`src/rtl/msi_directory_controller_core_assert.svh`:
```
`ifndef MSI_DIRECTORY_CONTROLLER_CORE_ASSERT_SVH
`define MSI_DIRECTORY_CONTROLLER_CORE_ASSERT_SVH

// Same-cycle implication, checked outside reset.
`define MSIDC_ASSERT_NOW(label, clk, rst_n, ante, cons) \
    label: assert property (@(posedge clk) disable iff (!rst_n) (ante) |-> (cons)) \
        else $error("msidc assertion failed");

// Next-cycle implication, checked outside reset.
`define MSIDC_ASSERT_NEXT(label, clk, rst_n, ante, cons) \
    label: assert property (@(posedge clk) disable iff (!rst_n) (ante) |=> (cons)) \
        else $error("msidc assertion failed");

`endif

```
`src/rtl/msidc_pkg.sv`:
```
`timescale 1ns / 1ps
`default_nettype none

package msidc_pkg;

    localparam int CACHES_DEF = 8;

    localparam logic [1:0] ST_I  = 2'd0;
    localparam logic [1:0] ST_S  = 2'd1;
    localparam logic [1:0] ST_M  = 2'd2;
    localparam logic [1:0] ST_SD = 2'd3;

    localparam logic [3:0] K_GETS = 4'd0;
    localparam logic [3:0] K_GETM = 4'd1;
    localparam logic [3:0] K_PUTS = 4'd2;
    localparam logic [3:0] K_PUTM = 4'd3;
    localparam logic [3:0] K_DATA = 4'd4;

    localparam logic [2:0] MT_DATA    = 3'd0;
    localparam logic [2:0] MT_PUTACK  = 3'd1;
    localparam logic [2:0] MT_FWDGETS = 3'd2;
    localparam logic [2:0] MT_FWDGETM = 3'd3;
    localparam logic [2:0] MT_INV     = 3'd4;

    localparam logic [1:0] STAT_OK        = 2'd0;
    localparam logic [1:0] STAT_STALL     = 2'd1;
    localparam logic [1:0] STAT_UNHANDLED = 2'd2;
    localparam logic [1:0] STAT_BADSTATE  = 2'd3;

    typedef struct packed {
        logic accept;
        logic emit_inv;
    } ctrl_cmd_t;

    typedef struct packed {
        logic out_free;
        logic start_inv;
        logic inv_final;
    } dp_stat_t;

endpackage

`default_nettype wire

```
`src/rtl/msidc_ctrl.sv`:
```
`timescale 1ns / 1ps
`default_nettype none

module msidc_ctrl
(
    input  wire logic                 clk,
    input  wire logic                 rst_n,
    input  wire logic                 in_valid,
    input  wire msidc_pkg::dp_stat_t  stat,
    output logic                      in_ready,
    output msidc_pkg::ctrl_cmd_t      cmd
);

    localparam logic S_IDLE = 1'b0;
    localparam logic S_EMIT = 1'b1;

    logic state_reg;
    logic state_next;

    always_comb
    begin
        state_next   = state_reg;
        in_ready     = 1'b0;
        cmd.accept   = 1'b0;
        cmd.emit_inv = 1'b0;
        unique case (state_reg)
            S_IDLE:
            begin
                in_ready   = stat.out_free;
                cmd.accept = in_valid && stat.out_free;
                if (cmd.accept && stat.start_inv)
                begin
                    state_next = S_EMIT;
                end
            end
            S_EMIT:
            begin
                cmd.emit_inv = stat.out_free;
                if (stat.out_free && stat.inv_final)
                begin
                    state_next = S_IDLE;
                end
            end
            default:
            begin
                state_next = S_IDLE;
            end
        endcase
    end

    always_ff @(posedge clk or negedge rst_n)
    begin
        if (!rst_n)
        begin
            state_reg <= S_IDLE;
        end
        else
        begin
            state_reg <= state_next;
        end
    end

endmodule

`default_nettype wire

```
`src/rtl/msidc_dp.sv`:
```
`timescale 1ns / 1ps
`default_nettype none

module msidc_dp
#(
    parameter int CACHES = msidc_pkg::CACHES_DEF
)
(
    input  wire logic                 clk,
    input  wire logic                 rst_n,
    input  wire logic [7:0]           in_data,
    input  wire logic [3:0]           in_user,
    input  wire logic                 out_ready,
    input  wire msidc_pkg::ctrl_cmd_t cmd,
    output msidc_pkg::dp_stat_t       stat,
    output logic                      out_valid,
    output logic [15:0]               out_data,
    output logic [2:0]                out_user,
    output logic                      out_last
);

    localparam logic [7:0] CacheMask = (CACHES >= 8) ? 8'hFF : 8'((1 << CACHES) - 1);

    logic [1:0]  line_reg,   line_next;
    logic [2:0]  owner_reg,  owner_next;
    logic        ownv_reg,   ownv_next;
    logic [7:0]  sharer_reg, sharer_next;
    logic [7:0]  pend_reg,   pend_next;
    logic [2:0]  req_reg;
    logic        out_valid_reg, out_valid_next;
    logic [15:0] out_data_reg;
    logic [2:0]  out_user_reg;
    logic        out_last_reg;

    logic [2:0]  src;
    logic [3:0]  kind;
    logic [7:0]  sbit;
    logic [7:0]  shm;
    logic [7:0]  others;
    logic [3:0]  num;
    logic [2:0]  ack_sat;
    logic [7:0]  inv_mask;
    logic        r_valid;
    logic [2:0]  r_type;
    logic [2:0]  r_dest;
    logic        r_onb;
    logic [2:0]  r_req;
    logic [2:0]  r_ack;
    logic        r_ord;
    logic [1:0]  r_status;
    logic [2:0]  inv_idx;
    logic [7:0]  inv_bit;
    logic [7:0]  pend_rest;

    assign src     = in_data[2:0];
    assign kind    = in_user;
    assign sbit    = 8'b1 << src;
    assign shm     = sharer_reg & CacheMask;
    assign others  = shm & ~sbit;
    assign num     = 4'($countones(others));
    assign ack_sat = (num > 4'd7) ? 3'd7 : num[2:0];

    always_comb
    begin
        line_next   = line_reg;
        owner_next  = owner_reg;
        ownv_next   = ownv_reg;
        sharer_next = sharer_reg;
        inv_mask    = 8'd0;
        r_valid     = 1'b1;
        r_type      = msidc_pkg::MT_PUTACK;
        r_dest      = src;
        r_onb       = 1'b0;
        r_req       = 3'd0;
        r_ack       = 3'd0;
        r_ord       = 1'b1;
        r_status    = msidc_pkg::STAT_OK;
        if (!CacheMask[src])
        begin
            r_valid  = 1'b0;
            r_status = msidc_pkg::STAT_UNHANDLED;
        end
        else
        begin
            sharer_next = shm;
            unique case (line_reg)
                msidc_pkg::ST_I:
                begin
                    if (num != 4'd0)
                    begin
                        r_valid  = 1'b0;
                        r_status = msidc_pkg::STAT_BADSTATE;
                    end
                    else
                    begin
                        case (kind)
                            msidc_pkg::K_GETS:
                            begin
                                r_type      = msidc_pkg::MT_DATA;
                                r_ord       = 1'b0;
                                sharer_next = shm | sbit;
                                line_next   = msidc_pkg::ST_S;
                            end
                            msidc_pkg::K_GETM:
                            begin
                                r_type     = msidc_pkg::MT_DATA;
                                r_ord      = 1'b0;
                                owner_next = src;
                                ownv_next  = 1'b1;
                                line_next  = msidc_pkg::ST_M;
                            end
                            msidc_pkg::K_PUTS, msidc_pkg::K_PUTM:
                            begin
                                r_type = msidc_pkg::MT_PUTACK;
                            end
                            default:
                            begin
                                r_valid  = 1'b0;
                                r_status = msidc_pkg::STAT_UNHANDLED;
                            end
                        endcase
                    end
                end
                msidc_pkg::ST_S:
                begin
                    case (kind)
                        msidc_pkg::K_GETS:
                        begin
                            r_type      = msidc_pkg::MT_DATA;
                            r_ord       = 1'b0;
                            sharer_next = shm | sbit;
                        end
                        msidc_pkg::K_GETM:
                        begin
                            r_type      = msidc_pkg::MT_DATA;
                            r_ord       = 1'b0;
                            r_ack       = ack_sat;
                            inv_mask    = others;
                            sharer_next = 8'd0;
                            owner_next  = src;
                            ownv_next   = 1'b1;
                            line_next   = msidc_pkg::ST_M;
                        end
                        msidc_pkg::K_PUTS:
                        begin
                            sharer_next = shm & ~sbit;
                            if ((shm & ~sbit) == 8'd0)
                            begin
                                line_next = msidc_pkg::ST_I;
                            end
                        end
                        msidc_pkg::K_PUTM:
                        begin
                            sharer_next = shm & ~sbit;
                        end
                        default:
                        begin
                            r_valid  = 1'b0;
                            r_status = msidc_pkg::STAT_UNHANDLED;
                        end
                    endcase
                end
                msidc_pkg::ST_M:
                begin
                    if (!ownv_reg)
                    begin
                        r_valid  = 1'b0;
                        r_status = msidc_pkg::STAT_BADSTATE;
                    end
                    else
                    begin
                        case (kind)
                            msidc_pkg::K_GETS:
                            begin
                                r_type      = msidc_pkg::MT_FWDGETS;
                                r_dest      = owner_reg;
                                r_onb       = 1'b1;
                                r_req       = src;
                                sharer_next = (shm | sbit | (8'b1 << owner_reg)) & CacheMask;
                                ownv_next   = 1'b0;
                                owner_next  = 3'd0;
                                line_next   = msidc_pkg::ST_SD;
                            end
                            msidc_pkg::K_GETM:
                            begin
                                r_type     = msidc_pkg::MT_FWDGETM;
                                r_dest     = owner_reg;
                                r_onb      = 1'b1;
                                r_req      = src;
                                owner_next = src;
                            end
                            msidc_pkg::K_PUTS:
                            begin
                                r_type = msidc_pkg::MT_PUTACK;
                            end
                            msidc_pkg::K_PUTM:
                            begin
                                if (src == owner_reg)
                                begin
                                    ownv_next  = 1'b0;
                                    owner_next = 3'd0;
                                    line_next  = msidc_pkg::ST_I;
                                end
                            end
                            default:
                            begin
                                r_valid  = 1'b0;
                                r_status = msidc_pkg::STAT_UNHANDLED;
                            end
                        endcase
                    end
                end
                msidc_pkg::ST_SD:
                begin
                    case (kind)
                        msidc_pkg::K_GETS, msidc_pkg::K_GETM:
                        begin
                            r_valid  = 1'b0;
                            r_status = msidc_pkg::STAT_STALL;
                        end
                        msidc_pkg::K_PUTS, msidc_pkg::K_PUTM:
                        begin
                            sharer_next = shm & ~sbit;
                        end
                        msidc_pkg::K_DATA:
                        begin
                            r_valid   = 1'b0;
                            line_next = msidc_pkg::ST_S;
                        end
                        default:
                        begin
                            r_valid  = 1'b0;
                            r_status = msidc_pkg::STAT_UNHANDLED;
                        end
                    endcase
                end
                default:
                begin
                    r_valid = 1'b0;
                end
            endcase
        end
        if (!r_valid)
        begin
            r_type = 3'd0;
            r_dest = 3'd0;
            r_onb  = 1'b0;
            r_req  = 3'd0;
            r_ack  = 3'd0;
            r_ord  = 1'b0;
        end
    end

    // The lowest pending sharer is invalidated first.
    always_comb
    begin
        inv_idx = 3'd0;
        for (int i = 7; i >= 0; i--)
        begin
            if (pend_reg[i])
            begin
                inv_idx = 3'(i);
            end
        end
    end

    assign inv_bit   = 8'b1 << inv_idx;
    assign pend_rest = pend_reg & ~inv_bit;

    assign stat.out_free  = !out_valid_reg || out_ready;
    assign stat.start_inv = inv_mask != 8'd0;
    assign stat.inv_final = pend_rest == 8'd0;

    always_comb
    begin
        pend_next      = pend_reg;
        out_valid_next = out_valid_reg && !out_ready;
        if (cmd.accept)
        begin
            pend_next      = inv_mask;
            out_valid_next = 1'b1;
        end
        else if (cmd.emit_inv)
        begin
            pend_next      = pend_rest;
            out_valid_next = 1'b1;
        end
    end

    always_ff @(posedge clk or negedge rst_n)
    begin
        if (!rst_n)
        begin
            line_reg      <= msidc_pkg::ST_I;
            owner_reg     <= 3'd0;
            ownv_reg      <= 1'b0;
            sharer_reg    <= 8'd0;
            pend_reg      <= 8'd0;
            out_valid_reg <= 1'b0;
        end
        else
        begin
            pend_reg      <= pend_next;
            out_valid_reg <= out_valid_next;
            if (cmd.accept)
            begin
                line_reg   <= line_next;
                owner_reg  <= owner_next;
                ownv_reg   <= ownv_next;
                sharer_reg <= sharer_next;
            end
        end
    end

    always_ff @(posedge clk)
    begin
        if (cmd.accept)
        begin
            req_reg      <= src;
            out_data_reg <= {2'b00, r_ord, r_ack, r_req, r_onb, r_dest, r_type};
            out_user_reg <= {r_status, r_valid};
            out_last_reg <= inv_mask == 8'd0;
        end
        else if (cmd.emit_inv)
        begin
            out_data_reg <= {2'b00, 1'b1, 3'd0, req_reg, 1'b1, inv_idx, msidc_pkg::MT_INV};
            out_user_reg <= {msidc_pkg::STAT_OK, 1'b1};
            out_last_reg <= pend_rest == 8'd0;
        end
    end

    assign out_valid = out_valid_reg;
    assign out_data  = out_data_reg;
    assign out_user  = out_user_reg;
    assign out_last  = out_last_reg;

endmodule

`default_nettype wire

```
`src/rtl/msi_directory_controller_core.sv`:
```
// The first result item is registered when its input item is accepted.
// Throughput: one input item per cycle when each gives a single result item, while the
// output is not stalled. A GetM in S with n other sharers holds off input until its n Invs
// are sent, one Inv per cycle while unstalled, paced by the single output register.
// Reset (rst_n low, asynchronous) sets the line to I with no owner and no sharers.
`timescale 1ns / 1ps
`default_nettype none

`include "msi_directory_controller_core_assert.svh"

module msi_directory_controller_core
#(
    parameter int CACHES = msidc_pkg::CACHES_DEF
)
(
    input  wire logic        clk,
    input  wire logic        rst_n,
    input  wire logic        s_axis_tvalid,
    output logic             s_axis_tready,
    // Bits: source_cache [2:0], zero [7:3].
    input  wire logic [7:0]  s_axis_tdata,
    // Bits: kind [3:0].
    input  wire logic [3:0]  s_axis_tuser,
    output logic             m_axis_tvalid,
    input  wire logic        m_axis_tready,
    // Bits: message_type [2:0], dest_cache [5:3], on_behalf [6], requester [9:7],
    // ack_count [12:10], ordered [13], zero [15:14].
    output logic [15:0]      m_axis_tdata,
    // Bits: message_valid [0], status [2:1].
    output logic [2:0]       m_axis_tuser,
    output logic             m_axis_tlast
);

    msidc_pkg::ctrl_cmd_t cmd;
    msidc_pkg::dp_stat_t  stat;

    msidc_ctrl u_ctrl
    (
        .clk      (clk),
        .rst_n    (rst_n),
        .in_valid (s_axis_tvalid),
        .stat     (stat),
        .in_ready (s_axis_tready),
        .cmd      (cmd)
    );

    msidc_dp #(.CACHES(CACHES)) u_dp
    (
        .clk       (clk),
        .rst_n     (rst_n),
        .in_data   (s_axis_tdata),
        .in_user   (s_axis_tuser),
        .out_ready (m_axis_tready),
        .cmd       (cmd),
        .stat      (stat),
        .out_valid (m_axis_tvalid),
        .out_data  (m_axis_tdata),
        .out_user  (m_axis_tuser),
        .out_last  (m_axis_tlast)
    );

    `MSIDC_ASSERT_NOW(a_no_accept_while_inv, clk, rst_n, cmd.emit_inv, !s_axis_tready)
    `MSIDC_ASSERT_NOW(a_status_only_last, clk, rst_n, m_axis_tvalid && !m_axis_tuser[0], m_axis_tlast)
    `MSIDC_ASSERT_NOW(a_error_last, clk, rst_n, m_axis_tvalid && (m_axis_tuser[2:1] != msidc_pkg::STAT_OK), m_axis_tlast)
    `MSIDC_ASSERT_NEXT(a_inv_blocks_input, clk, rst_n, cmd.accept && stat.start_inv, !s_axis_tready && !m_axis_tlast)

endmodule

`default_nettype wire
```
`config.mk`:
```
export PLATFORM = sky130hd
export DESIGN_NAME = msi_directory_controller_core
export DESIGN_NICKNAME = d
export VERILOG_FILES = /design/src/rtl/msidc_pkg.sv /design/src/rtl/msidc_ctrl.sv /design/src/rtl/msidc_dp.sv /design/src/rtl/msi_directory_controller_core.sv
export VERILOG_INCLUDE_DIRS = /design/src /design/src/rtl
export SDC_FILE = /design/constraint.sdc
export NUM_CORES = 1
export LEC_CHECK = 0
export BUFFER_PORTS_ARGS = -buffer_cell sky130_fd_sc_hd__buf_4
export CAP_MARGIN = 0
export CORE_MARGIN = 2
export CORE_UTILIZATION = 50
export DETAILED_ROUTE_END_ITERATION = 8
export PLACE_DENSITY = 0.77
export SLEW_MARGIN = 10
export SYNTH_ARGS = -nofsm -noshare
export SYNTH_HDL_FRONTEND = slang
export SYNTH_SLANG_ARGS = --single-unit
```
`constraint.sdc`:
```
create_clock -name clk -period 10.2 [get_ports clk]
set_clock_uncertainty 0.2 [all_clocks]
set_input_delay 1.53 -clock clk [delete_from_list [all_inputs] [get_ports clk]]
set_output_delay 1.53 -clock clk [all_outputs]
set_load 0.05 [all_outputs]
```
==> results of run 1 <==
-- report_power, final --
group / total [mW] / switching (mW) / internal (mW) / leakage (nW)
sequential: 0.258 / 0.0403 / 0.218 / 0.513
clock: 0.117 / 0.0674 / 0.0495 / 0.0447
combinational: 0.280 / 0.171 / 0.109 / 0.824
total: 0.655 / 0.278 / 0.377 / 1.38
-- placed cells by master, fill, tap and decap left out, drive strengths merged, types with 3 or more instances in the layout --
| cell | count |
|---|---|
| dfrtp | 24 |
| nand3b | 4 |
| nor3 | 8 |
| nand2 | 33 |
| nand2b | 3 |
| inv | 23 |
| xor2 | 4 |
| a21oi | 18 |
| nor3b | 4 |
| nor4 | 6 |
| nor2 | 33 |
| mux2i | 3 |
| mux2 | 4 |
| o22ai | 5 |
| a22o | 3 |
| nand3 | 7 |
| or2b | 4 |
| o311ai | 3 |
| o21ai | 23 |
| fa | 4 |
| a31oi | 14 |
| clkbuf | 5 |
| or2 | 4 |
| ha | 8 |
| nand4 | 3 |
| edfxtp | 21 |
| buf | 30 |
| nor2b | 3 |
| or3 | 3 |
-- worst paths after layout --
check	start	end	slack, ns	cells past startpoint
max	s_axis_tdata[0]	u_dp.sharer_reg[6]	4.06	16
min	u_dp.req_reg[1]	u_dp.out_data[8]	0.37	1
max reg2reg	u_dp.sharer_reg[1]	u_dp.sharer_reg[6]	5.60	14
min reg2reg	u_dp.req_reg[1]	u_dp.out_data[8]	0.37	1
max in group asynchronous	rst_n	u_dp.pend_reg[5]	8.62	1
min in group asynchronous	rst_n	u_dp.line_reg[1]	0.91	1
-- per-layer routing --
metal  GRT usage  up-vias  share of wire  routed length [µm]
li1            -     1199              -                   -
met1       0.291     1221           0.45                2880
met2       0.350       76           0.47                3020
met3      0.0400        8          0.060                 380
met4      0.0576        0          0.013                  83
met5           0        -              0                   0
-- area by class of cell --
type,instances,area share
Sequential cell,45,0.379
Tap cell,72,0.0277
Timing Repair Buffer,30,0.0693
Inverter,22,0.0254
Clock buffer,5,0.0212
Clock inverter,3,0.00770
Multi-Input combinational cell,235,0.470
-- stage by stage --
| step | util | worst slack [ns] |
|---|---|---|
| after global routing | 0.579 | 3.73 |
| after CTS | 0.579 | 4.03 |
| final | 0.579 | 4.06 |
| after global placement | 0.562 | 3.77 |
| after floorplan | - | 4.24 |
| after detailed placement | 0.562 | 3.72 |
-- synthesized netlist by cell type, types with 2 or more instances --
master / count / area share
nand2_1: 33 / 0.042
nor2_1: 32 / 0.041
dfrtp_1: 24 / 0.20
inv_1: 22 / 0.028
edfxtp_1: 21 / 0.21
o21ai_0: 21 / 0.036
a21oi_1: 18 / 0.030
a31oi_1: 14 / 0.030
clkbuf_1: 8 / 0.010
ha_1: 8 / 0.034
nand3_1: 7 / 0.012
nor3_1: 7 / 0.012
o22ai_1: 5 / 0.011
buf_2: 4 / 0.0068
fa_1: 4 / 0.027
mux2_2: 4 / 0.015
nand3b_1: 4 / 0.010
nor4_1: 4 / 0.0085
or2_2: 4 / 0.0085
or2b_2: 4 / 0.012
xor2_1: 4 / 0.012
a22o_1: 3 / 0.0089
clkbuf_8: 3 / 0.014
mux2i_1: 3 / 0.010
nand2b_1: 3 / 0.0064
nand4_1: 3 / 0.0064
nor2b_1: 3 / 0.0064
nor3b_1: 3 / 0.0076
o311ai_0: 3 / 0.0089
a2111oi_0: 2 / 0.0059
a211o_1: 2 / 0.0059
a211oi_1: 2 / 0.0051
and3_1: 2 / 0.0042
buf_4: 2 / 0.0051
nor4_4: 2 / 0.014
o211ai_1: 2 / 0.0051
o21ai_1: 2 / 0.0034
o22a_1: 2 / 0.0059
o32ai_1: 2 / 0.0059
or3_1: 2 / 0.0042
-- worst max-delay path, stage by stage --
cell and delay [ns]:
buf_4 0.21, or3b_2 0.50, nand2_1 0.16, inv_1 0.06, ha_1 0.27, inv_1 0.05, fa_1 0.41, inv_1 0.08
fa_1 0.42, ha_1 0.22, fa_1 0.46, nor4_4 0.30, o2111ai_2 0.21, nor4_4 0.60, nor3b_4 0.47, a211oi_1 0.14
-- kinds of logic after synthesis --
family          after synthesis  share of synthesized area
compound gates               86                      0.186
flops                        45                      0.417
other cells                   1                    0.00127
mux                           7                     0.0254
xor+xnor                      4                     0.0119
buf+inv                      41                     0.0682
fa+ha+maj                    13                     0.0644
simple gates                123                      0.226
==> flow_summary.ini, run 1 <==
[clock_network]
cts_resized = 0
clk_latency_ns = 0.30
clock_sinks = 45
numCtsBuffers = 5
clk_transition_reported_paths_ns = 0.09
cts_setup_buffers = 0
cts_max_level = 2
tritoncts = done
root_buffer = clkbuf_8
ctsLongestPathBuffers = 2
hold_buffers = 0

[floorplan]
ios = 38
dieArea_um2 = 6540
fp-row-count = 27
dieHeight_um = 80.9
die_w_um = 80.9
core_area_um2 = 5610
initial_core_util = 0.527

[detailed_routing]
wirelength_um = 6370
viasPerCell = 6.08
wl_per_cell_um = 15.5
drc = 0
drt-initial-drc-count = 225
dr.pass1.iters = 4
vias = 2504
antenna_left = 0

[timing]
max_slew.worst_pin.slew_ns = 0.671
hold_viol = 0
max_slew_margin = 0.552
fin_crit_ns = 6.14
whs_ns = 0.368
setup_tns_ns = 0
final.period_utilization = 0.602
setup_viol = 0
slew_viol_final = 0
max_freq_ghz = 0.163
rsz0062_at_grt = false

[synthesis]
synth_cell_type_count = 62
ys.flop_type = dfrtp_1
synth_seq_cells = 45
yosys_warnings = 0
syn_area_um2 = 2950
synth-edff-count = 21
synth_area_per_cell_um2 = 9.23
ys_seq_area_frac = 0.417
synthCells = 320
synthArstFlopShare = 0.533

[placement]
io_buffer_count = 30
dp_cells = 404
dpl_cell_area_um2 = 3150
hpwl_um = 4700
gp_congestion = 0.873

[outcome]
status = complete, no violations

[setup_path]
cp-end-kind = register
cp.required_ns = 10.17
worstSetupPathType = in2reg
critPathLaunchType = input port
critPathArrivalTime_ns = 6.11
cp_max_fo = 20

[final_layout]
drive_gt1_frac = 0.174
fin_nets = 367
nFillCells = 526
diodes = 0
final_area_um2 = 3250
final_cells = 412
multiInputGateArea_um2 = 1530
largest_reg_flops = 14
regArea_um2 = 1230
area_growth_pct = 9.95

[global_routing]
grt_start_max_net_pins = 25
grt_pass1_vias = 2290
overflow = 0
track_usage = 0.213
grt_pass1_wl_um = 10900
antenna_found_initial = 0

[power]
power_density_nw_per_um2 = 202
power.leakage_nw = 1.38
p_total_mw = 0.655
max-vdd-ir-drop_mv = 0.0956

[job]
maxCapViolations = 0

[hold_path]
min_path_type = reg2reg
(Power assumes the default switching activity.)
==> run 2, diff against run 1 <==
clock period = 5.94 ns   (was 10.2 ns; I/O delays follow)
==> flow_summary.ini, run 2 (same netlist as run 1, synthesis figures left out) <==
[final_layout]
drive_gt1_frac = 0.178
largest_reg_flops = 14
area_growth_pct = 10.3
diodes = 0
fin_nets = 369
mostFrequentLayoutCell = nand2_1
final_cell_mix = 33 x nand2_1, 32 x nor2_1, 32 x buf_4

[timing]
worst_slack_ns = 0.778
max_freq_ghz = 0.194
setup_viol = 0
max_slew_margin = 0.549
max_slew.worst_pin.slew_ns = 0.675
setup_tns_ns = 0
rsz0062_at_grt = false
hold_viol = 0
final.period_utilization = 0.869
fin_crit_ns = 5.16
slew_viol_final = 0

[clock_network]
ctsLongestPathBuffers = 2
root_buffer = clkbuf_8
clock_sinks = 45
hold_buffers = 0
clk_latency_ns = 0.30
clk_transition_reported_paths_ns = 0.09
cts_setup_buffers = 0
cts_resized = 0
cts_max_level = 2
tritoncts = done
numCtsBuffers = 5

[floorplan]
ios = 38
core_area_um2 = 5610
dieHeight_um = 80.9
die_w_um = 80.9
initial_core_util = 0.527
fp-row-count = 27
dieArea_um2 = 6540

[power]
power_density_nw_per_um2 = 346
max-vdd-ir-drop_mv = 0.157
power.leakage_nw = 1.39
p_total_mw = 1.13

[setup_path]
crit_top_cell = fa_1
cp-end-kind = register
critPathLaunchType = input port
cp-startpoint = s_axis_tdata[1]
cp_max_fo = 14
worstSetupPathType = in2reg
ff2ff_path_depth = 14
ff2ff_setup_slack_ns = 1.66
max_stage_delay_ns = 0.53
cp_slowest_cell = or3_2
r2r-end = u_dp.sharer_reg[7]
critPathArrivalTime_ns = 5.12
r2r-start = u_dp.sharer_reg[1]
path_cells = buf_4, or3_2, nand2_1, inv_1, ha_1, fa_1, fa_1, ha_1, fa_1, nor4_4, o2111ai_2, nor4_4, nor3b_4, a31oi_1
cp.required_ns = 5.90

[detailed_routing]
dr.pass1.iters = 6
antenna_left = 0
drt-initial-drc-count = 218
vias = 2476
viasPerCell = 5.98
wl_per_cell_um = 15.8
drc = 0
wirelength_um = 6550

[placement]
gp_congestion = 0.863
post-place-ws_ns = 0.465
io_buffer_count = 30
hpwl_um = 4730

[job]
maxCapViolations = 0

[global_routing]
track_usage = 0.215
overflow = 0
antenna_found_initial = 0
grt_pass1_wl_um = 10900
grt_start_max_net_pins = 25
grt_pass1_vias = 2299

[hold_path]
min_path_type = in2async

[outcome]
status = complete, no violations
[run 2: cell types whose count changed in the layout (fill, tap and decap cells not counted)]
| cell | change |
|---|---|
| clkinv_2 | +1 |
| clkinv_4 | -1 |
| buf_4 | +2 |
[run 2: area by class of cell]
cell class	count	area (µm²)
Inverter	22	82.6
Timing Repair Buffer	32	240
Sequential cell	45	1230
Clock buffer	5	68.8
Tap cell	72	90.1
Multi-Input combinational cell	235	1530
Clock inverter	3	21.3
Fill cell	486	2350
[run 2: stage by stage]
stage                     cell area (µm²)  hold WS [ns]   util  std cells
after floorplan                      2960         0.318      -        321
after global placement               3170         0.329  0.565        406
after detailed placement             3170         0.329  0.565        406
after CTS                            3260         0.292  0.581        414
after global routing                 3260         0.296  0.581        414
final                                3260         0.273  0.581        414
[run 2: power by group]
group	internal, mW	switching [mW]
combinational	0.188	0.299
clock	0.0836	0.114
sequential	0.374	0.0690
[run 2: worst max-delay path by stage]
stage / cells after the start / slack (ns) / to
3_5_place_dp: 16 / 0.47 / u_dp.sharer_reg[4]
2_1_floorplan: 16 / 0.62 / u_dp.sharer_reg[0]
5_1_grt: 16 / 0.56 / u_dp.sharer_reg[0]
3_3_place_gp: 16 / 0.52 / u_dp.sharer_reg[4]
6_report: 14 / 0.78 / u_dp.sharer_reg[7]
4_1_cts: 14 / 0.78 / u_dp.sharer_reg[4]
[run 2: critical path: cells and delay by family]
kind / cells / cell delay, ns
adder cells (fa/ha/maj): 5 / 1.91
AND/OR/NAND/NOR: 5 / 1.72
AO/OA/AOI/OAI: 2 / 0.35
buffers and inverters: 2 / 0.23
[run 2: per-layer routing]
| layer | vias up | track usage | part of all wire |
|---|---|---|---|
| met1 | 1157 | 0.289 | 0.45 |
| met4 | 0 | 0.0712 | 0.017 |
| met5 | - | 0 | 0 |
| met3 | 10 | 0.0444 | 0.069 |
| met2 | 110 | 0.347 | 0.46 |
| li1 | 1199 | - | - |
==> run 3, diff against run 2 <==
CORE_UTILIZATION = 55   (was 50)
PLACE_DENSITY = 0.82   (was 0.77)
==> flow_summary.ini, run 3 (same netlist as run 1, synthesis figures left out) <==
[timing]
rsz0062_at_grt = false
worst_slack_ns = 0.753
setup_tns_ns = 0
max_slew_margin = 0.558
whs_ns = 0.275
max_freq_ghz = 0.193
setup_viol = 0
max_slew.worst_pin.slew_ns = 0.662
fin_crit_ns = 5.19
final.period_utilization = 0.873
hold_viol = 0
slew_viol_final = 0

[final_layout]
fin_nets = 369
area_growth_pct = 11.9
regArea_um2 = 1230
largest_reg_flops = 14
drive_gt1_frac = 0.178
diodes = 0
final_cells = 412
mostFrequentLayoutCell = nand2_1
final_core_util = 0.643
nFillCells = 441
multiInputGateArea_um2 = 1530
final_cell_mix = 33 x nand2_1, 32 x nor2_1, 32 x buf_4

[clock_network]
clock_sinks = 45
tritoncts = done
ctsLongestPathBuffers = 2
cts_setup_buffers = 0
root_buffer = clkbuf_8
cts_max_level = 2
clk_transition_reported_paths_ns = 0.09
cts_resized = 0
numCtsBuffers = 5
clk_latency_ns = 0.30
hold_buffers = 0

[detailed_routing]
drc = 0
drt-initial-drc-count = 273
viasPerCell = 6.12
dr.pass1.iters = 5
wl_per_cell_um = 16.2
wirelength_um = 6670
antenna_left = 0
vias = 2522

[setup_path]
critPathArrivalTime_ns = 5.15
cp-end-kind = register
worstSetupPathType = in2reg
cp_max_fo = 14
critPathLaunchType = input port
cp.required_ns = 5.91

[floorplan]
dieArea_um2 = 5970
dieHeight_um = 77.3
core_area_um2 = 5140
die_w_um = 77.3
fp-row-count = 26
initial_core_util = 0.575
ios = 38

[power]
power_switching_mw = 0.493
switching_share = 0.402
p_clk_frac = 0.229
power_frac_seq = 0.361
max-vdd-ir-drop_mv = 0.157
pwr-share-comb = 0.410
power_density_nw_per_um2 = 372
power.leakage_nw = 1.42
power.internal_mw = 0.735

[placement]
post-place-ws_ns = 0.422
hpwl_um = 4850
dp_cells = 404
gp_congestion = 0.900
io_buffer_count = 30

[global_routing]
grt_start_max_net_pins = 25
grt_pass1_vias = 2267
antenna_found_initial = 0
overflow = 0
grt_pass1_wl_um = 11000
track_usage = 0.232

[job]
maxCapViolations = 0

[outcome]
status = complete, no violations

[hold_path]
min_path_type = in2async
## run 3: through the flow
| stage | power [mW] | instance area, µm² |
|---|---|---|
| 3_3_place_gp | 0.918 | 3170 |
| 5_1_grt | 1.30 | 3300 |
| 2_1_floorplan | 0.836 | 2960 |
| 4_1_cts | 1.22 | 3300 |
| 6_report | 1.23 | 3300 |
| 3_5_place_dp | 0.943 | 3170 |
## run 3: final cells by class
class	count	area share
multi-input combinational	235	0.462
timing repair buffer	32	0.0727
tap	70	0.0265
sequential	45	0.373
clock inverter	3	0.0208
clock buffer	5	0.0208
inverter	22	0.0250
## run 3: critical path, cell delays in order
cell and delay [ns]:
buf_4 0.17, or3_2 0.53, nand2_1 0.16, inv_1 0.06
ha_1 0.27, inv_1 0.06, fa_1 0.44, inv_1 0.09
fa_1 0.42, ha_1 0.22, fa_1 0.46, nor4_4 0.30
o2111ai_2 0.21, nor4_4 0.32, nor3b_4 0.41, a31oi_1 0.15
## run 3: power groups by stage
stage	sequential [mW]	combinational, mW	clock (mW)
global placement	0.445	0.473	0
CTS	0.440	0.500	0.282
detailed placement	0.448	0.495	0
floorplan	0.442	0.394	0
finish	0.444	0.503	0.281
global route	0.452	0.549	0.295
## run 3: path summary, 6_finish.rpt
path,from,to,slack (ns),cells past startpoint
max reg2reg,u_dp.sharer_reg[1],u_dp.sharer_reg[2],1.62,14
min in group clk,u_dp.req_reg[1],u_dp.out_data[8],0.35,1
min,rst_n,u_dp.sharer_reg[5],0.27,1
min reg2reg,u_dp.req_reg[1],u_dp.out_data[8],0.35,1
max,s_axis_tdata[1],u_dp.sharer_reg[2],0.75,16
max in group asynchronous,rst_n,u_dp.ownv_reg,5.02,1
## run 3: per-layer routing
metal	vias to the layer above	track usage	wire length [µm]
met5	-	0	0
met4	0	0.0875	160
met3	17	0.0435	401
met2	107	0.366	3160
met1	1201	0.318	2950
li1	1197	-	-
